$ cat src/rtl/gmr_pkg.sv
`timescale 1ns / 1ps

package gmr_pkg;

    localparam int OP_W       = 3;
    localparam int ROW_W      = 8;
    localparam int COL_W      = 9;
    localparam int RCNT_W     = 9;
    localparam int CCNT_W     = 10;
    localparam int CFG_IDX_W  = 8;
    localparam int CFG_DATA_W = 10;
    localparam int ITER_W     = 9;
    // word index of a 9-bit column with at least 8 bits per word
    localparam int QW         = COL_W - 3;
    // reciprocal scaling for column to word split
    localparam int RECIP_SH   = 18;

    localparam logic [RCNT_W-1:0] ROW_COUNT_RST = 9'd256;
    localparam logic [CCNT_W-1:0] COL_COUNT_RST = 10'd512;

    localparam logic [CFG_IDX_W-1:0] CFG_ROW_COUNT = 8'd0;
    localparam logic [CFG_IDX_W-1:0] CFG_COL_COUNT = 8'd1;

    typedef enum logic [OP_W-1:0] {
        OP_READ  = 3'd0,
        OP_WRITE = 3'd1,
        OP_XOR   = 3'd2,
        OP_RSWAP = 3'd3,
        OP_CSWAP = 3'd4
    } op_t;

    typedef enum logic [3:0] {
        ST_CLEAR,
        ST_IDLE,
        ST_DEC1,
        ST_DEC2,
        ST_RA,
        ST_RB,
        ST_WA,
        ST_WB,
        ST_FIN
    } state_t;

    typedef struct packed {
        logic capture;
        logic decode1;
        logic decode2;
        logic rd_a;
        logic rd_b;
        logic wr_a;
        logic wr_b;
        logic step;
        logic clear_wr;
        logic result;
    } cmd_t;

    typedef struct packed {
        logic ok;
        logic skip;
        logic bit_op;
        logic two_writes;
        logic last;
        logic clear_last;
        logic out_free;
    } status_t;

endpackage

$ cat src/rtl/gmr_ctrl.sv
`timescale 1ns / 1ps

module gmr_ctrl import gmr_pkg::*; (
    input  logic    clk,
    input  logic    rst_n,
    input  logic    in_valid,
    output logic    in_ready,
    input  status_t status,
    output cmd_t    cmd
);

    state_t state_reg;
    state_t state_next;

    always_ff @(posedge clk or negedge rst_n)
    begin
        if (!rst_n)
        begin
            state_reg <= ST_CLEAR;
        end
        else
        begin
            state_reg <= state_next;
        end
    end

    always_comb
    begin
        state_next = state_reg;
        unique case (state_reg)
            ST_CLEAR:
            begin
                if (status.clear_last)
                begin
                    state_next = ST_IDLE;
                end
            end
            ST_IDLE:
            begin
                if (in_valid)
                begin
                    state_next = ST_DEC1;
                end
            end
            ST_DEC1:
            begin
                state_next = ST_DEC2;
            end
            ST_DEC2:
            begin
                state_next = (status.ok && !status.skip) ? ST_RA : ST_FIN;
            end
            ST_RA:
            begin
                state_next = status.bit_op ? ST_WA : ST_RB;
            end
            ST_RB:
            begin
                state_next = ST_WA;
            end
            ST_WA:
            begin
                if (status.bit_op)
                begin
                    state_next = ST_FIN;
                end
                else if (status.two_writes)
                begin
                    state_next = ST_WB;
                end
                else
                begin
                    state_next = status.last ? ST_FIN : ST_RA;
                end
            end
            ST_WB:
            begin
                state_next = status.last ? ST_FIN : ST_RA;
            end
            ST_FIN:
            begin
                if (status.out_free)
                begin
                    state_next = ST_IDLE;
                end
            end
            default:
            begin
                state_next = ST_IDLE;
            end
        endcase
    end

    always_comb
    begin
        cmd      = '0;
        in_ready = 1'b0;
        unique case (state_reg)
            ST_CLEAR:
            begin
                cmd.clear_wr = 1'b1;
            end
            ST_IDLE:
            begin
                in_ready    = 1'b1;
                cmd.capture = in_valid;
            end
            ST_DEC1:
            begin
                cmd.decode1 = 1'b1;
            end
            ST_DEC2:
            begin
                cmd.decode2 = 1'b1;
            end
            ST_RA:
            begin
                cmd.rd_a = 1'b1;
            end
            ST_RB:
            begin
                cmd.rd_b = 1'b1;
            end
            ST_WA:
            begin
                cmd.wr_a = 1'b1;
                // last write of a word or row moves to the next one
                cmd.step = !status.bit_op && !status.two_writes;
            end
            ST_WB:
            begin
                cmd.wr_b = 1'b1;
                cmd.step = 1'b1;
            end
            ST_FIN:
            begin
                cmd.result = status.out_free;
            end
            default:
            begin
                cmd = '0;
            end
        endcase
    end

endmodule

$ cat config.mk
export PLATFORM = sky130hd
export DESIGN_NAME = gmr_ctrl
export DESIGN_NICKNAME = d
export VERILOG_FILES = /design/src/rtl/gmr_pkg.sv /design/src/rtl/gmr_ctrl.sv
export SDC_FILE = /design/constraint.sdc
export NUM_CORES = 1
export LEC_CHECK = 0
export BUFFER_PORTS_ARGS = -buffer_cell sky130_fd_sc_hd__buf_2
export CAP_MARGIN = 20
export CELL_PAD_IN_SITES_DETAIL_PLACEMENT = 1
export CELL_PAD_IN_SITES_GLOBAL_PLACEMENT = 1
export CORE_MARGIN = 3
export CORE_UTILIZATION = 29
export CTS_CLUSTER_SIZE = 14
export DETAILED_ROUTE_END_ITERATION = 7
export MAX_ROUTING_LAYER = met4
export PLACE_DENSITY_LB_ADDON = 0.1
export RECOVER_POWER = 50
export SYNTH_ARGS = -nofsm -noshare
export SYNTH_HDL_FRONTEND = slang
export SYNTH_SLANG_ARGS = --single-unit
$ cat constraint.sdc
create_clock -name clk -period 1.55 [get_ports clk]
set_clock_uncertainty 0.2 [all_clocks]
set_input_delay 0.3875 -clock clk [delete_from_list [all_inputs] [get_ports clk]]
set_output_delay 0.3875 -clock clk [all_outputs]
set_load 0.05 [all_outputs]
# --- Word level (Yosys, flattened, before mapping) ---
# Index checks and enable logic that the tools add are counted.
totals:
  regBits: 4
  latch_bits: 0
  mem_bits_rw: 0
  rom_bits: 0
  inputBits: 10
  output_inout_bits: 11
  n_memories: 0
op_classes:
  addsub: 0
  n_mul: 0
  n_div: 0
  order_cmp: 0
  eq_ne: 11
  n_shift: 0
  n_mux: 20
  bitwise: 0
  n_reduce_logical: 7
op_table:
  columns: ["operator", "n"]
  rows:
  - ["case mux 4 bit (9 select lines)", 1]
  - ["two-way mux 4 bit", 7]
  - ["== test 4 x 3 -> 1 bit, second input constant", 4]
  - ["two-way mux 1 bit", 10]
  - ["== test 4 x 2 -> 1 bit, second input constant", 2]
  - ["inequality test 2 bit, second input constant", 3]
  - ["== test 4 x 1 -> 1 bit, second input constant", 1]
  - ["== test 4 bit, second input constant", 1]
  - ["logical NOT 4 bit", 1]
  - ["logical NOT 1 bit", 3]
  - ["AND reduction 3 bit", 1]
  - ["logical AND 1 bit", 2]
  - ["two-way mux 2 bit", 1]
  - ["case mux 1 bit (2 select lines)", 1]

# --- Longest topological paths before layout ---
logic_depth:
  depth_word: 4
  mapped_depth: 4
  depth_no_buf: 3

# --- Worst setup path after synthesis ---
# No wires, ideal clock.
synth_timing:
  path_type: "register to output"
  start: "register state_reg[2]"
  end: "output cmd[9] (netlist name)"
  arrival_ns: 2.231
  t_required_ns: 0.962
  path_slack_ns: -1.269
  path_stages_with_launch: 4
  cell_sequence: "dfrtp_1 -> buf_2 -> nor3_1 -> and2_1"
synth_lines:
  columns: ["item", "line", "source"]
  rows:
  - ["from (decl)", "gmr_ctrl.sv:12", "state_t state_reg;"]
  - ["from (signal assigned)", "gmr_ctrl.sv:23", "state_reg <= state_next;"]
  - ["to (decl)", "gmr_ctrl.sv:9", "output cmd_t cmd"]

==> results.md <==
* Post-Synth Adder-Cell Area at 0%
* Reg power frac at 10.3%
* Crit path arrival time at 1.36 ns
* Class of the most critical setup path: flop to output port
* Syn. warnings at 0
* Net switching power at 0.921 mW
* Worst R2R Path Depth at 5
* # diodes at 0
* Number of placed cells counting well taps at 98
* Sw Share at approximately 49%
* Combinational share of power at 82.9%
* Mapped Avg Cell Area at about 8.3 µm²
* Pwr/cell area at approximately 2100 nW/µm²
* DRT antenna net count at 0
* Max-cap violations at 0
* Initial DRC Count at 0
* Reg2reg end: state_reg[2]$_DFFE_PN0P_
* Initial antenna violation count at 0
* Drt wl/cell at 14.8 µm
* Final Instance Area at roughly 880 µm²
* CTS buffer count at 3
* First-pass GRT wire length at 2.66 mm
* Crit share post-route at 126%
* Reg2Reg Setup Slack at approximately 0.01 ns
* Clock root buffer: clkbuf_4
* Hold WS at roughly 0.22 ns
* RSZ-0062 raised after global routing: true
* Worst-path maximum fanout at 6
* Total number of vias at about 530
* P_int at 0.964 mW
* DIE WIDTH at roughly 44 µm
* CTS sink cnt at 4
* Compound-gate portion of the synthesized area at 22.0%
* Crit start category: flop
* Tot GR Track Use at a little under a fifth
* Clock transition at path regs at 0.04 ns
* Hold Crit Depth at 3
* Skew-Pair Late Insertion Delay at around 0.24 ns
* HP Start: status[5]
* Register area share after synthesis at approximately a quarter
* GP Congestion at 0.684
* Final slew viol count at 0
* Final Power at 1.88 mW
* Dpl hpwl at 1.10 mm
* Yosys cell types at 29
* Syn_nets at 61
* TritonRoute pass-1 iters at 1
* Placed cell areas at 726 µm²
* Rel. slew slack at around four fifths
* Synth-to-Final Area Change at 110%
* Multiplexer share of the synthesized area at 2.37%
* Dpl ws at -0.267 ns
* Max FFs per register at 4
* Largest net degree at the start of global routing at 9
* Reg2reg start: state_reg[0]$_DFFE_PN0P_
* Core ar. at 1330 µm²
* Avg Vias per Cell at 5.09
* Largest family of logic cells by synthesized area: simple AND/OR/NAND/NOR gates
* Synth Instances at 51
* Longest Clk Path Bufs at 2
* Initial Utilization at roughly a third
* Fmax achieved at between 0.5 and 0.6 GHz
* Final setup vio count at 11
* CTS tree: done
* I/O Buffers at 20
* Share of cells above drive strength 1 at 68.5%
* Io pins at 21
* Endpoint of the worst hold path: state_reg[3]$_DFFE_PN0P_
* DRC Markers at 0
* Synth Area in XOR/XNOR at 0%
* DIE AREA at around 2000 µm²
* Fin crit period at around 1.9 ns
* Maximum VDD drop at ~850 µV
* Synth Area in Simple Gates at 44.8%
* Final hold viol count at 0
* H-tree depth at 1
* Die H at ~44 µm
* Crit. End Element: output port
* HP Class: input port to flop
* Final wirelength at 1.53 mm
* Synthesized area at 422 µm²
* Yosys reg bits at 4
* Static Leak at around 0.40 nW
* Failing checks: setup timing
* Number of global-route vias before repair at 567
* Part of the power in the clock network at 6.8%
* Nets@finish at about 100
* # rows at 13
* GRT overflow at 0
* Slew @ Worst Pin at 0.280 ns
* Required @ worst endpoint at 0.96 ns
* Status: finished, violations left
* Post-route setup slack at -0.399 ns
* Layout Cells excl Fill at roughly 100
worst max-delay path, stage by stage (launching register included):
cell     delay, ns
dfrtp_1       0.38
buf_4         0.16
buf_6         0.14
nor4_4        0.25
buf_6         0.19
worst max path at each step:
stage,start,endpoint,slack (ns),cells past startpoint
after CTS,state_reg[0]$_DFFE_PN0P_,cmd[1],-0.39,4
after global routing,state_reg[0]$_DFFE_PN0P_,cmd[1],-0.47,4
after detailed placement,state_reg[1]$_DFFE_PN0P_,cmd[9],-0.27,5
final,state_reg[0]$_DFFE_PN0P_,cmd[1],-0.40,4
after floorplan,state_reg[1]$_DFFE_PN0P_,cmd[9],-0.42,3
after global placement,state_reg[1]$_DFFE_PN0P_,cmd[9],-0.25,5
cells in the mapped netlist, drive strengths merged:
cell type  number  area share, %
a21oi           3            3.6
a32o            1            2.4
o21a            1            1.8
and4bb          1            3.9
o21ai           2            4.2
and3            1            1.8
inv             1           0.89
nand3b          1            2.7
and2b           2            3.6
dfrtp           4             24
nor4            1            1.5
nand2b          6            9.5
o22a            1            2.1
and2            2            3.0
buf             4            6.2
o211a           1            2.4
nor2b           1            1.5
nor3            4            4.7
o31a            1            2.1
mux2i           1            2.4
a211oi          1            1.8
nor2            6            5.3
nand2           1           0.89
nand4           2            4.5
nor4b           1            2.1
o211ai          1            1.8
kinds of logic (layout without fill, tap and decap cells):
family | after synthesis | in the layout
flip-flops | 4 | 4
multiplexers | 1 | 1
buffers and inverters | 5 | 43
AO/OA/AOI/OAI | 12 | 12
AND/OR/NAND/NOR | 29 | 29
metrics by stage:
stage / setup TNS (ns) / utilization (%)
2_1_floorplan: -1.79 / -
3_3_place_gp: -2.01 / 54.4
3_5_place_dp: -2.16 / 54.4
4_1_cts: -3.78 / 65.6
5_1_grt: -4.62 / 66.3
6_report: -3.77 / 66.3
cell type report:
class	instances	area, µm²
Clock buffer	3	22.5
Fill cell	155	449
Inverter	1	3.75
Multi-Input combinational cell	42	397
Sequential cell	4	100
Tap cell	15	18.8
Timing Repair Buffer	39	343
power groups by stage:
stage               logic [mW]  clock network [mW]  registers (mW)
global placement          1.32                   0           0.180
finish                    1.56               0.129           0.194
CTS                       1.55               0.127           0.193
detailed placement        1.33                   0           0.183
global route              1.66               0.143           0.204
floorplan                0.944                   0           0.195
repair_timing:
| action | 4_1_cts | 5_1_grt |
|---|---|---|
| pin swaps | 3 | 0 |
| setup endpoints to repair | 11 | 13 |
| cloned | 0 | 0 |
| gates resized for setup | 32 | 1 |
| buffers inserted | 1 | 1 |
| hold buffers | 1 | 0 |
| hold endpoints to repair | 4 | 0 |
metal layers:
metal  track usage [%]  routed length [µm]
met1              21.3                 627
met2              35.2                 843
met3                 0                  47
met4              7.23                  15
met5                 -                   0
placed cells by master, fill, tap and decap left out, drive strengths merged, types with 2 or more instances in the layout:
cell | Yosys | layout
clkbuf | 0 | 4
and2 | 2 | 2
buf | 4 | 37
nand4 | 2 | 2
nor3 | 4 | 4
a21oi | 3 | 3
nor2 | 6 | 6
and2b | 2 | 2
o21ai | 2 | 2
nand2b | 6 | 6
dfrtp | 4 | 4
Power figures use the tool's default switching activity.
