File: config.mk
export PLATFORM = sky130hd
export DESIGN_NAME = gmr_datapath
export DESIGN_NICKNAME = d
export VERILOG_FILES = /design/src/rtl/gmr_pkg.sv /design/src/rtl/gmr_datapath.sv
export SDC_FILE = /design/constraint.sdc
export NUM_CORES = 1
export LEC_CHECK = 0
export BUFFER_PORTS_ARGS = -buffer_cell sky130_fd_sc_hd__buf_2
export CAP_MARGIN = 20
export CORE_UTILIZATION = 40
export CTS_CLUSTER_SIZE = 10
export DETAILED_ROUTE_END_ITERATION = 8
export REMOVE_ABC_BUFFERS = 1
export SLEW_MARGIN = 20
export SYNTH_ARGS = -nofsm -noshare
export SYNTH_HDL_FRONTEND = slang
export SYNTH_SLANG_ARGS = --single-unit
File: constraint.sdc
create_clock -name clk -period 4.9 [get_ports clk]
set_input_delay 0.98 -clock clk [delete_from_list [all_inputs] [get_ports clk]]
set_output_delay 0.98 -clock clk [all_outputs]
set_load 0.05 [all_outputs]
File: src/rtl/gmr_pkg.sv
`timescale 1ns / 1ps

package gmr_pkg;

    localparam int OP_W       = 3;
    localparam int ROW_W      = 8;
    localparam int COL_W      = 9;
    localparam int RCNT_W     = 9;
    localparam int CCNT_W     = 10;
    localparam int CFG_IDX_W  = 8;
    localparam int CFG_DATA_W = 10;
    localparam int ITER_W     = 9;
    // word index of a 9-bit column with at least 8 bits per word
    localparam int QW         = COL_W - 3;
    // reciprocal scaling for column to word split
    localparam int RECIP_SH   = 18;

    localparam logic [RCNT_W-1:0] ROW_COUNT_RST = 9'd256;
    localparam logic [CCNT_W-1:0] COL_COUNT_RST = 10'd512;

    localparam logic [CFG_IDX_W-1:0] CFG_ROW_COUNT = 8'd0;
    localparam logic [CFG_IDX_W-1:0] CFG_COL_COUNT = 8'd1;

    typedef enum logic [OP_W-1:0] {
        OP_READ  = 3'd0,
        OP_WRITE = 3'd1,
        OP_XOR   = 3'd2,
        OP_RSWAP = 3'd3,
        OP_CSWAP = 3'd4
    } op_t;

    typedef enum logic [3:0] {
        ST_CLEAR,
        ST_IDLE,
        ST_DEC1,
        ST_DEC2,
        ST_RA,
        ST_RB,
        ST_WA,
        ST_WB,
        ST_FIN
    } state_t;

    typedef struct packed {
        logic capture;
        logic decode1;
        logic decode2;
        logic rd_a;
        logic rd_b;
        logic wr_a;
        logic wr_b;
        logic step;
        logic clear_wr;
        logic result;
    } cmd_t;

    typedef struct packed {
        logic ok;
        logic skip;
        logic bit_op;
        logic two_writes;
        logic last;
        logic clear_last;
        logic out_free;
    } status_t;

endpackage

File: src/rtl/gmr_datapath.sv
`timescale 1ns / 1ps

module gmr_datapath import gmr_pkg::*; #(
    parameter int MAX_ROWS  = 256,
    parameter int MAX_COLS  = 512,
    parameter int ROW_WORDS = 8,
    parameter int WORD_BITS = 64
) (
    input  logic                                  clk,
    input  logic                                  rst_n,
    input  cmd_t                                  cmd,
    output status_t                               status,
    input  logic                                  cfg_valid,
    input  logic [CFG_IDX_W-1:0]                  cfg_index,
    input  logic [CFG_DATA_W-1:0]                 cfg_data,
    input  logic [OP_W-1:0]                       op,
    input  logic [ROW_W-1:0]                      row_a,
    input  logic [ROW_W-1:0]                      row_b,
    input  logic [COL_W-1:0]                      col_a,
    input  logic [COL_W-1:0]                      col_b,
    input  logic                                  bit_value,
    output logic                                  ram_re,
    output logic [$clog2(MAX_ROWS*ROW_WORDS)-1:0] ram_raddr,
    input  logic [WORD_BITS-1:0]                  ram_rdata,
    output logic                                  ram_we,
    output logic [$clog2(MAX_ROWS*ROW_WORDS)-1:0] ram_waddr,
    output logic [WORD_BITS-1:0]                  ram_wdata,
    output logic                                  out_valid,
    input  logic                                  out_ready,
    output logic                                  read_bit,
    output logic                                  accepted
);

    localparam int TOTAL   = MAX_ROWS * ROW_WORDS;
    localparam int AW      = $clog2(TOTAL);
    localparam int SW      = $clog2(WORD_BITS);
    localparam int ROW_BITS = ROW_WORDS * WORD_BITS;
    localparam int COL_CAP = (MAX_COLS < ROW_BITS) ? MAX_COLS : ROW_BITS;
    localparam int RECIP   = ((1 << RECIP_SH) + WORD_BITS - 1) / WORD_BITS;
    localparam int PW      = COL_W + 16;

    // configuration
    logic [RCNT_W-1:0] row_count_reg;
    logic [CCNT_W-1:0] col_count_reg;
    logic [RCNT_W-1:0] nr;

    // captured request
    op_t               op_reg;
    logic [ROW_W-1:0]  ra_reg;
    logic [ROW_W-1:0]  rb_reg;
    logic [COL_W-1:0]  ca_reg;
    logic [COL_W-1:0]  cb_reg;
    logic              bv_reg;
    logic              ok_reg;
    logic              skip_reg;

    // decoded addressing
    logic [AW-1:0]     base_a_reg;
    logic [AW-1:0]     base_b_reg;
    logic [QW-1:0]     qa_reg;
    logic [QW-1:0]     qb_reg;
    logic [SW-1:0]     sa_reg;
    logic [SW-1:0]     sb_reg;
    logic [AW-1:0]     addr_a_reg;
    logic [AW-1:0]     addr_b_reg;
    logic [ITER_W-1:0] iter_reg;
    logic [ITER_W-1:0] iter_last_reg;

    logic [WORD_BITS-1:0] hold_a_reg;
    logic [WORD_BITS-1:0] hold_b_reg;
    logic                 rbit_reg;
    logic [AW-1:0]        clr_addr_reg;

    logic out_valid_reg;
    logic read_bit_reg;
    logic accepted_reg;

    logic          row_ok_a;
    logic          row_ok_b;
    logic          col_ok_a;
    logic          col_ok_b;
    logic          ok_in;
    logic          skip_in;
    logic [PW-1:0] prod_a;
    logic [PW-1:0] prod_b;
    logic          is_bit_op;
    logic          same_word;
    logic [WORD_BITS-1:0] word_a;
    logic [WORD_BITS-1:0] word_b;

    assign nr = (32'(row_count_reg) > 32'(MAX_ROWS)) ? RCNT_W'(MAX_ROWS) : row_count_reg;

    assign row_ok_a = ({1'b0, row_a} < row_count_reg) && (32'(row_a) < 32'(MAX_ROWS));
    assign row_ok_b = ({1'b0, row_b} < row_count_reg) && (32'(row_b) < 32'(MAX_ROWS));
    assign col_ok_a = ({1'b0, col_a} < col_count_reg) && (32'(col_a) < 32'(COL_CAP));
    assign col_ok_b = ({1'b0, col_b} < col_count_reg) && (32'(col_b) < 32'(COL_CAP));

    always_comb
    begin
        case (op_t'(op)) inside
            OP_READ, OP_WRITE: ok_in = row_ok_a && col_ok_a;
            OP_XOR, OP_RSWAP:  ok_in = row_ok_a && row_ok_b;
            OP_CSWAP:          ok_in = col_ok_a && col_ok_b;
            default:           ok_in = 1'b0;
        endcase
    end

    // equal swaps and a column swap over no rows leave the memory alone
    assign skip_in = ((op_t'(op) == OP_RSWAP) && (row_a == row_b))
                  || ((op_t'(op) == OP_CSWAP) && ((col_a == col_b) || (nr == '0)));

    // column to word index by reciprocal multiply, exact for 9-bit columns
    assign prod_a = PW'(ca_reg) * PW'(RECIP);
    assign prod_b = PW'(cb_reg) * PW'(RECIP);

    assign is_bit_op = (op_reg == OP_READ) || (op_reg == OP_WRITE);
    assign same_word = (qa_reg == qb_reg);

    always_ff @(posedge clk or negedge rst_n)
    begin
        if (!rst_n)
        begin
            row_count_reg <= ROW_COUNT_RST;
            col_count_reg <= COL_COUNT_RST;
            clr_addr_reg  <= '0;
            out_valid_reg <= 1'b0;
        end
        else
        begin
            if (cfg_valid && (cfg_index == CFG_ROW_COUNT))
            begin
                row_count_reg <= cfg_data[RCNT_W-1:0];
            end
            if (cfg_valid && (cfg_index == CFG_COL_COUNT))
            begin
                col_count_reg <= cfg_data;
            end
            if (cmd.clear_wr)
            begin
                clr_addr_reg <= clr_addr_reg + AW'(1);
            end
            if (cmd.result)
            begin
                out_valid_reg <= 1'b1;
            end
            else if (out_ready)
            begin
                out_valid_reg <= 1'b0;
            end
        end
    end

    always_ff @(posedge clk)
    begin
        if (cmd.capture)
        begin
            op_reg   <= op_t'(op);
            ra_reg   <= row_a;
            rb_reg   <= row_b;
            ca_reg   <= col_a;
            cb_reg   <= col_b;
            bv_reg   <= bit_value;
            ok_reg   <= ok_in;
            skip_reg <= skip_in;
            rbit_reg <= 1'b0;
        end
        if (cmd.decode1)
        begin
            base_a_reg <= AW'(ra_reg) * AW'(ROW_WORDS);
            base_b_reg <= AW'(rb_reg) * AW'(ROW_WORDS);
            qa_reg     <= QW'(prod_a >> RECIP_SH);
            qb_reg     <= QW'(prod_b >> RECIP_SH);
        end
        if (cmd.decode2)
        begin
            sa_reg     <= SW'(ca_reg - COL_W'(qa_reg) * COL_W'(WORD_BITS));
            sb_reg     <= SW'(cb_reg - COL_W'(qb_reg) * COL_W'(WORD_BITS));
            iter_reg   <= '0;
            case (op_reg) inside
                OP_CSWAP:
                begin
                    addr_a_reg    <= AW'(qa_reg);
                    addr_b_reg    <= AW'(qb_reg);
                    iter_last_reg <= nr - ITER_W'(1);
                end
                OP_XOR, OP_RSWAP:
                begin
                    addr_a_reg    <= base_a_reg;
                    addr_b_reg    <= base_b_reg;
                    iter_last_reg <= ITER_W'(ROW_WORDS - 1);
                end
                default:
                begin
                    addr_a_reg    <= base_a_reg + AW'(qa_reg);
                    addr_b_reg    <= base_b_reg + AW'(qb_reg);
                    iter_last_reg <= '0;
                end
            endcase
        end
        if (cmd.rd_b)
        begin
            hold_a_reg <= ram_rdata;
        end
        if (cmd.wr_a)
        begin
            hold_b_reg <= ram_rdata;
            if (op_reg == OP_READ)
            begin
                rbit_reg <= ram_rdata[sa_reg];
            end
        end
        if (cmd.step)
        begin
            iter_reg <= iter_reg + ITER_W'(1);
            // next word of the row, or same columns in the next row
            if (op_reg == OP_CSWAP)
            begin
                addr_a_reg <= addr_a_reg + AW'(ROW_WORDS);
                addr_b_reg <= addr_b_reg + AW'(ROW_WORDS);
            end
            else
            begin
                addr_a_reg <= addr_a_reg + AW'(1);
                addr_b_reg <= addr_b_reg + AW'(1);
            end
        end
        if (cmd.result)
        begin
            read_bit_reg <= rbit_reg;
            accepted_reg <= ok_reg;
        end
    end

    // word written back in the first write slot
    always_comb
    begin
        word_a = ram_rdata;
        case (op_reg)
            OP_WRITE:
            begin
                word_a         = ram_rdata;
                word_a[sa_reg] = bv_reg;
            end
            OP_XOR:
            begin
                word_a = hold_a_reg ^ ram_rdata;
            end
            OP_RSWAP:
            begin
                word_a = ram_rdata;
            end
            OP_CSWAP:
            begin
                word_a = hold_a_reg;
                if (same_word)
                begin
                    word_a[sa_reg] = hold_a_reg[sb_reg];
                    word_a[sb_reg] = hold_a_reg[sa_reg];
                end
                else
                begin
                    word_a[sa_reg] = ram_rdata[sb_reg];
                end
            end
            default:
            begin
                word_a = ram_rdata;
            end
        endcase
    end

    // word written back in the second write slot
    always_comb
    begin
        if (op_reg == OP_RSWAP)
        begin
            word_b = hold_a_reg;
        end
        else
        begin
            word_b         = hold_b_reg;
            word_b[sb_reg] = hold_a_reg[sa_reg];
        end
    end

    assign ram_re    = cmd.rd_a | cmd.rd_b;
    assign ram_raddr = cmd.rd_b ? addr_b_reg : addr_a_reg;
    assign ram_we    = cmd.clear_wr | (cmd.wr_a & (op_reg != OP_READ)) | cmd.wr_b;

    always_comb
    begin
        if (cmd.clear_wr)
        begin
            ram_waddr = clr_addr_reg;
            ram_wdata = '0;
        end
        else if (cmd.wr_b)
        begin
            ram_waddr = addr_b_reg;
            ram_wdata = word_b;
        end
        else
        begin
            ram_waddr = addr_a_reg;
            ram_wdata = word_a;
        end
    end

    assign status.ok         = ok_reg;
    assign status.skip       = skip_reg;
    assign status.bit_op     = is_bit_op;
    assign status.two_writes = (op_reg == OP_RSWAP) || ((op_reg == OP_CSWAP) && !same_word);
    assign status.last       = (iter_reg == iter_last_reg);
    assign status.clear_last = (clr_addr_reg == AW'(TOTAL - 1));
    assign status.out_free   = !out_valid_reg || out_ready;

    assign out_valid = out_valid_reg;
    assign read_bit  = read_bit_reg;
    assign accepted  = accepted_reg;

endmodule

After elaboration in Yosys (flattened, before gate mapping)
Index checks and enable logic that the tools add are counted.
{"block": "totals", "out_inout_bits": 98, "in_bits": 134, "elab_cells": 141, "ff_bits": 276}
{"block": "op_classes", "muxes": 48, "n_addsub": 11, "n_eq_ne": 14, "bitwise": 5, "reduce_logical": 27, "n_lt_le_gt_ge": 9}
{"cell": "bitwise mux 64 bit", "n": 5}
{"cell": "2-to-1 mux 64 bit", "n": 4}
{"cell": "one-hot mux 64 bit (3 select lines)", "n": 1}
{"cell": "2-to-1 mux 11 bit", "n": 13}
{"cell": "bitwise XOR 64 bit", "n": 1}
{"cell": "2-to-1 mux 9 bit", "n": 4}
{"cell": "adder 11 x 1 -> 11 bit (second input constant)", "n": 3}
{"cell": "binary-select mux 1 bit (select 6 bit)", "n": 4}
{"cell": "adder 11 x 3 -> 11 bit", "n": 2}
{"cell": "adder 11 x 4 -> 11 bit (second input constant)", "n": 2}
{"cell": "< comparator 9 x 10 -> 1 bit", "n": 2}
{"cell": "equality test 9 bit", "n": 2}
{"cell": "< comparator 8 x 9 -> 1 bit", "n": 2}
{"cell": "< comparator 6 x 7 -> 1 bit (second input constant)", "n": 2}
{"cell": "2-to-1 mux 1 bit", "n": 14}
{"cell": "demux 1 bit (select 6 bit)", "n": 2}
{"cell": "equality test 3 x 2 -> 1 bit (second input constant)", "n": 4}
{"cell": ">= comparator 6 x 1 -> 1 bit (second input constant)", "n": 2}
{"cell": "subtractor 6 x 1 -> 6 bit (second input constant)", "n": 2}
{"cell": "equality test 11 bit (second input constant)", "n": 1}
{"cell": "logical AND 1 bit", "n": 10}
{"cell": "adder 9 x 1 -> 9 bit (second input constant)", "n": 1}
{"cell": "greater-than comparator 9 bit (second input constant)", "n": 1}
{"cell": "zero test 9 bit", "n": 1}
{"cell": "other kinds (16)", "n": 29}

Longest topological paths before layout
Gate-level depths: netlist (run 1).
{"block": "logic_depth", "word_depth": 10, "depth_mapped": 14, "ltp_nobuf": 9}

Worst setup path after synthesis (run 1)
No wires, ideal clock.
{"block": "synth_timing", "kind": "input to output", "from": "in ram_rdata[30]", "to": "out ram_wdata[40]", "required_ns": 3.920, "cell_stages": 10, "slack_ns": 0.542, "n_path_buf": 2, "arrival_time_ns": 3.378, "cell_sequence": "mux4_2 > and2_0 > a221oi_1 > o22ai_1 > or4_4 > buf_6 > buf_2 > nor3_1 > o32a_1 > a31oi_1"}
{"block": "synth_via", "elab_chain_cells": 7}
{"element": "from (decl)", "line": "gmr_datapath.sv:24", "source": "input logic [WORD_BITS-1:0] ram_rdata,"}
{"element": "binary-select mux 1 bit (select 6 bit)", "line": "gmr_datapath.sv:262", "source": "word_a[sa_reg] = ram_rdata[sb_reg];"}
{"element": "2-to-1 mux 1 bit (not written as such)", "line": "gmr_datapath.sv:262"}
{"element": "bitwise mux 64 bit", "line": "gmr_datapath.sv:262"}
{"element": "2-to-1 mux 64 bit", "line": "gmr_datapath.sv:255", "source": "if (same_word)"}
{"element": "one-hot mux 64 bit (3 select lines)", "line": "gmr_datapath.sv:238", "source": "case (op_reg)"}
{"element": "2-to-1 mux 64 bit", "line": "gmr_datapath.sv:297", "source": "else if (cmd.wr_b)"}
{"element": "2-to-1 mux 64 bit", "line": "gmr_datapath.sv:292", "source": "if (cmd.clear_wr)"}
{"element": "to (decl)", "line": "gmr_datapath.sv:27", "source": "output logic [WORD_BITS-1:0] ram_wdata,"}
No other way between the ends. The select of a mux whose other input is x is not followed.

Worst setup path after layout (run 1)
{"block": "layout_timing", "from": "reg sb_reg[4]", "to": "out ram_wdata[42]"}
{"block": "layout_via", "elab_chain_cells": 9, "elab_cells_between_ends": 18, "classes_between": "order compare: 2; mux: 15; reduce/logical: 1"}
{"element": "from (decl)", "line": "gmr_datapath.sv:63", "source": "logic [SW-1:0] sb_reg;"}
{"element": "from (signal assigned)", "line": "gmr_datapath.sv:177", "source": "sb_reg <= SW'(cb_reg - COL_W'(qb_reg) * COL_W'(WORD_BITS));"}
{"element": "< comparator 6 x 7 -> 1 bit (not written as such) or >= comparator 6 x 1 -> 1 bit (tied branches)", "line": "gmr_datapath.sv:258, gmr_datapath.sv:282"}
{"element": "logical AND 1 bit (not written as such)", "line": "gmr_datapath.sv:258, gmr_datapath.sv:282"}
{"element": "2-to-1 mux 1 bit (not written as such)", "line": "gmr_datapath.sv:258, gmr_datapath.sv:282"}
{"element": "demux 1 bit (select 6 bit)", "line": "gmr_datapath.sv:258, gmr_datapath.sv:282"}
{"element": "bitwise mux 64 bit", "line": "gmr_datapath.sv:258", "source": "word_a[sb_reg] = hold_a_reg[sa_reg];"}
{"element": "2-to-1 mux 64 bit", "line": "gmr_datapath.sv:255"}
{"element": "one-hot mux 64 bit (3 select lines)", "line": "gmr_datapath.sv:238"}
{"element": "2-to-1 mux 64 bit *", "line": "gmr_datapath.sv:297"}
{"element": "2-to-1 mux 64 bit *", "line": "gmr_datapath.sv:292"}
Mark *: on every way between the ends. The rest lies on a longest branch, timed or not. The select of a mux whose other input is x is not followed.

==> impl_metrics.ini, run 1 <==
[status]
status = finished, violations left
failed_checks = DRC, setup timing

[sta]
final.min_clock_period_ns = 5.25
unrepaired_setup_endpoints_after_global_routing = true
slew_headroom_pct = 29.6
setup_viol_count_final = 59
share_of_the_clock_period_used_by_the_worst_path_after_layout_pct = 107
layout_setup_ws_ns = -0.353
setup_tns_ns = -9.17
timing.clock.skew_ns = 0.0215
worstMarginPinSlew_ns = 1.06
maxSlewViolCount = 0
max_freq_mhz = 190
finalHoldViolCount = 0

[power]
power.static_leakage_nw = 9.67
share_comb_of_total_power_pct = 33.2
switching_power_mw = 3.17
power_frac_seq_pct = 35.5
vdd_drop_max_mv = 0.254
power_density_nw_per_um2 = 318
p_int_mw = 5.40
power.share.switching_pct = 37.0
power_frac_clock_pct = 31.3

[floorplanning]
starting_density_of_the_core_pct = 40.8
die_width_um = 232
rows = 83
fp.dieArea_sq_um = 53700
pin_count = 232
chipHeight_um = 232
core_area_sq_um = 51700

[cells_and_area]
final_core_utilization_pct = 52.1
areaGrowthSynthToFinish_pct = 27.5
layout.filler_cells = 4760
final_cell_count_no_fill = 3356
drive_gt1_share_pct = 24.6
finish.instance_area_sq_um = 26900
design.final.nets = 2814

[placement]
gp_congestion = 0.998
detailedPlacementHpwl_um = 60000
placement.io_buffers = 231
post-place-cells = 3242
place_worst_setup_slack_ns = -0.151
placed_area_sq_um = 23900

[grt]
grt_start_max_net_pins = 65
grt_use_total_pct = 33.7
antenna_violations_before_repair = 6
global_route.overflow_total = 0
number_of_global_route_vias_before_repair = 21300
grt_pass1_wl_um = 136000

[setup_path]
crit-reg2reg-capture = rbit_reg
timing.critical_path.buf_inv = 2
critical-path-top-delay-family = compound AO/OA/AOI/OAI gates
crit_fanout = 13
crit_path_cell_trace = and3b_1 -> and3_1 -> a31oi_1 -> o221ai_2 -> nor4_4 -> buf_4 -> a2111oi_0 -> o221a_4 -> buf_12
critical_path.startpoint_type = register
cp.required_ns = 3.92
critical_path_max_stage_delay_ns = 0.81
crit_path_top_delay_cell = and3b_1
reg2regPathDepth = 11
cp_data_arrival_time_ns = 4.27
worst_setup_path_startpoint = sb_reg[4]
ff2ff_setup_slack_ns = 1.97
endpoint = ram_wdata[42]
critical_path.endpoint_type = primary output
critical_path_cell_count = 9
setup.worst_path.class = reg2out
r2r_start = sa_reg[1]

[logic_synthesis]
netlist_instances = 2381
ys_top_cells_by_area = edfxtp_1, nor2_1, a21oi_1, mux2i_1, xnor2_1
synth_sequential_area_ratio_pct = 38.5
synth_area_leader_cell = edfxtp_1
post_synth_edffs = 244
synth_seq_cells = 276
ys_async_sr_fraction_pct = 11.2
synth_cell_types = 77
ys_top_cells_by_count = nor2_1, edfxtp_1, a21oi_1
synth_top_flop_cell = edfxtp_1
postSynthAreaPerCell_sq_um = 8.87
post_synth_xor_area_fraction_pct = 5.39
yosysTopAreaCellShare_pct = 34.7
synth_area_in_compound_gates_pct = 22.0
netlist_area_sq_um = 21100
synth_simple_gate_area_share_pct = 18.2
synth_most_common_cell = nor2_1
multiplexer_area_fraction_after_synthesis_pct = 9.17
synth_top_family_by_area = compound AO/OA/AOI/OAI gates
yosys_warning_count = 0
synthAdderAreaFrac_pct = 2.25

[cts]
ctsRootBufferMaster = clkbuf_16
clk_pin_slew_worst_paths_ns = 0.05
cts_sinks = 276
cts.htree.levels = 2
cts_inserted_buffers = 37
postCtsHoldBufs = 0
cts_tree = done
cts-root-to-sink-buffers = 3
insertion_delay_ns = 0.57

[detailed_routing]
routed_wire_length_on_met3_um = 12400
route.antenna.remaining_nets = 0
detailroute.wirelength.met2_um = 39800
route.detailed.wl_per_inst_um = 27.9
drt_drc_violations_left = 1
routedLengthMet1_um = 35500
detail_route.first_pass.iterations = 9
drt-initial-drc-count = 3164
finalWirelength_um = 93500
top_layer_used = met4
via_per_inst = 6.67
via_count = 22400

[min_path]
whs_path_depth = 0
min_path_type = reg2reg

[run]
drv.max_cap_violation_count = 0
==> metal layers <==
metal | vias up | global-route usage, %
met2 | 1776 | 49.5
met5 | - | 0
met1 | 10700 | 44.0
met3 | 417 | 9.93
met4 | 0 | 19.2
li1 | 9506 | -
==> how the worst min path moves through the flow <==
stage	slack, ns	endpoint	from
2_1_floorplan	0.40	base_a_reg[10]	ra_reg[7]
3_3_place_gp	0.40	sb_reg[5]	cb_reg[5]
3_5_place_dp	0.40	qa_reg[2]	ca_reg[8]
4_1_cts	0.42	sa_reg[3]	ca_reg[3]
5_1_grt	0.42	sa_reg[3]	ca_reg[3]
6_report	0.42	sa_reg[4]	ca_reg[4]
==> power by group through the flow <==
stage / Clock [mW] / Sequential, mW / Combinational (mW)
4_1_cts: 2.72 / 3.04 / 2.63
3_3_place_gp: 0 / 3.07 / 2.36
3_5_place_dp: 0 / 3.08 / 2.39
5_1_grt: 2.79 / 3.07 / 2.96
2_1_floorplan: 0 / 3.05 / 1.35
6_report: 2.68 / 3.04 / 2.85
==> cells in the final DEF, fill, tap and decap left out, drive strengths merged, types with 10 or more instances in the layout <==
cell	instances
nand2	209
inv	20
buf	412
a31oi	46
and2	13
nor2	335
o31ai	20
nand3b	14
nor3	60
o211ai	84
clkbuf	57
xor2	16
o32a	33
edfxtp	244
nor2b	10
o221a	31
mux4	16
a211o	21
a22oi	29
xnor2	114
a221oi	12
mux2i	112
ha	38
mux2	40
nand2b	17
nand4	16
and3	12
o21ai	113
a21oi	226
clkinv	11
dfrtp	29
nand3	134
==> timing repair <==
| item | in CTS | in global routing |
|---|---|---|
| gates cloned | 8 | 2 |
| setup buffers | 22 | 12 |
| resized for setup | 172 | 127 |
| endpoints found under the setup margin | 64 | 64 |
| pin swaps | 56 | 83 |
==> stage by stage <==
step           power [mW]  hold slack, ns
6_report             8.57           0.416
3_5_place_dp         5.47           0.405
3_3_place_gp         5.43           0.403
2_1_floorplan        4.40           0.400
4_1_cts              8.39           0.418
5_1_grt              8.81           0.422
==> logic make-up after synthesis <==
| group | Yosys count |
|---|---|
| adders and majority gates | 38 |
| buffers and inverters | 216 |
| xor gates and xnor gates | 130 |
| DFF | 276 |
| muxes | 168 |
| and+or+nand+nor | 856 |
| AOI/OAI and AO/OA | 697 |
==> worst register-to-register path: stages (launching register included) <==
cell and delay [ns]:
edfxtp_1 0.43, buf_12 0.18, buf_4 0.17, buf_8 0.17, inv_2 0.16, and3_1 0.72, a22oi_1 0.21, a31oi_1 0.34
a21oi_1 0.13, nand4_1 0.22, nand2_1 0.07, o21ai_0 0.07
==> area by class of cell <==
class	count	area [sq um]	share of cell area, %
antenna	6	15.0	0.0558
tap	680	851	3.16
inverter	20	75.1	0.279
timing repair buffer	417	3650	13.6
sequential	276	8130	30.2
clock inverter	12	156	0.581
clock buffer	55	1030	3.84
multi-input combinational	1890	13000	48.4
(Power assumes the default switching activity.)
==> run 2, diff against run 1 <==
- CTS_BUF_LIST: not set -> sky130_fd_sc_hd__clkbuf_16
==> run 2 against run 1 <==
Effect of this change: critical path type unchanged; first-iteration DRC count decreased by 0.95%; the flow finishes with violations (setup timing); clock skew is 0.0019 ns higher; count of clock-buffer cells in the layout fell by 18; via count rose by 0.16%.
==> impl_metrics.ini, run 2 (same netlist as run 1, synthesis figures left out) <==
[floorplanning]
chipHeight_um = 232
core_area_sq_um = 51700
fp.dieArea_sq_um = 53700
rows = 83
die_width_um = 232
pin_count = 232
starting_density_of_the_core_pct = 40.8

[grt]
antenna_violations_before_repair = 6
grt_use_total_pct = 33.7
number_of_global_route_vias_before_repair = 21300
grt_pass1_wl_um = 136000
top_usage_layer = met2
global_route.overflow_total = 0
global_route.usage.met3_pct = 9.93
groute.layer.met2.usage_pct = 49.5
use_met1_pct = 43.9
grt_start_max_net_pins = 65

[min_path]
min_path_type = reg2reg

[detailed_routing]
route.detailed.wl_per_inst_um = 27.8
route.antenna.remaining_nets = 0
drt-initial-drc-count = 3134
drt_drc_violations_left = 0
via_per_inst = 6.68
detail_route.first_pass.iterations = 6
via_count = 22400
finalWirelength_um = 93300

[sta]
setup_tns_ns = -10.23
layout_setup_ws_ns = -0.353
finalHoldViolCount = 0
timing.clock.skew_ns = 0.0234
whs_ns = 0.417
max_freq_mhz = 190
final.min_clock_period_ns = 5.25
setup_viol_count_final = 64
share_of_the_clock_period_used_by_the_worst_path_after_layout_pct = 107
maxSlewViolCount = 0
worstMarginPinSlew_ns = 1.07
unrepaired_setup_endpoints_after_global_routing = true
slew_headroom_pct = 28.4

[cells_and_area]
layout.cells.most_common = nor2_1
drive_gt1_share_pct = 24.5
layout.cells.most_common_list = nor2_1, edfxtp_1, a21oi_1
final_core_utilization_pct = 52.0
layout.filler_cells = 4761
design.final.nets = 2814
finish.instance_area_sq_um = 26900
areaGrowthSynthToFinish_pct = 27.3
final_cell_count_no_fill = 3356

[placement]
post-place-cells = 3242
place_worst_setup_slack_ns = -0.151
placement.io_buffers = 231
gp_congestion = 0.998
placed_area_sq_um = 23900
detailedPlacementHpwl_um = 60000

[cts]
cts.htree.levels = 2
ctsRootBufferMaster = clkbuf_16
clk_pin_slew_worst_paths_ns = 0.05
insertion_delay_ns = 0.58
cts_sinks = 276
cts_inserted_buffers = 37
cts-root-to-sink-buffers = 3
cts_tree = done
postCtsHoldBufs = 0

[status]
failed_checks = setup timing
status = finished, violations left

[power]
vdd_drop_max_mv = 0.253
power.static_leakage_nw = 9.71
p_int_mw = 5.31
power_frac_seq_pct = 35.9
share_comb_of_total_power_pct = 33.6
power_mw = 8.48
power_frac_clock_pct = 30.5
switching_power_mw = 3.17
power.share.switching_pct = 37.4
power_density_nw_per_um2 = 315

[setup_path]
critical-path-top-delay-family = compound AO/OA/AOI/OAI gates
crit_path_cell_trace = buf_4 -> and3_4 -> a211o_1 -> a222oi_1 -> o22ai_1 -> buf_4 -> or4_4 -> buf_4 -> o31ai_4 -> o311ai_2 -> o221a_4 -> buf_12
critical_path.startpoint_type = register
crit_fanout = 9
critical_path_max_stage_delay_ns = 0.62
cp.required_ns = 3.92
crit_path_top_delay_cell = a222oi_1
cp_data_arrival_time_ns = 4.27
setup.worst_path.class = reg2out
cpMostUsedCell = buf_4
timing.critical_path.buf_inv = 4
critical_path.endpoint_type = primary output

[run]
drv.max_cap_violation_count = 0
run 2: cell types whose count changed in the layout (fill, tap and decap cells not counted):
cell	previous run	this run
clkbuf_1	14	0
inv_1	19	33
clkbuf_8	4	0
clkinv_1	6	10
run 2: worst paths after layout:
path	slack, ns	cells after the start	to	from
worst max register to register	1.94	11	rbit_reg	sa_reg[1]
worst max-delay path	-0.35	12	ram_wdata[42]	sb_reg[0]
worst min-delay path	0.42	0	sa_reg[5]	ca_reg[5]
worst min register to register	0.42	0	sa_reg[5]	ca_reg[5]
min in group asynchronous	0.47	1	clr_addr_reg[9]	rst_n
max in group asynchronous	3.93	1	col_count_reg[4]	rst_n
run 2: cell type report:
| cell class | instances | area [sq um] | share of cell area (%) |
|---|---|---|---|
| multi-input combinational | 1890 | 13000 | 48.4 |
| sequential | 276 | 8130 | 30.2 |
| timing repair buffer | 417 | 3650 | 13.6 |
| clock buffer | 37 | 926 | 3.44 |
| tap | 680 | 851 | 3.17 |
| clock inverter | 30 | 224 | 0.833 |
| inverter | 20 | 75.1 | 0.279 |
| antenna | 6 | 15.0 | 0.0559 |
run 2: timing repair:
item                                    4_1_cts  5_1_grt
endpoints found under the setup margin       64       64
resized for setup                           172      127
pin swaps                                    57       81
cloned                                        8        2
buffers inserted                             22       12
run 2: routing by layer:
layer,vias to the layer above,wire length (um)
met3,402,12300
met2,1767,39900
met4,0,5680
met1,10700,35500
met5,-,0
li1,9505,-
run 2: power by group through the flow:
stage          sequential (mW)  clock [mW]  combinational (mW)
2_1_floorplan             3.05           0                1.35
3_3_place_gp              3.07           0                2.36
3_5_place_dp              3.08           0                2.39
4_1_cts                   3.04        2.62                2.63
5_1_grt                   3.07        2.69                2.96
6_report                  3.04        2.59                2.84
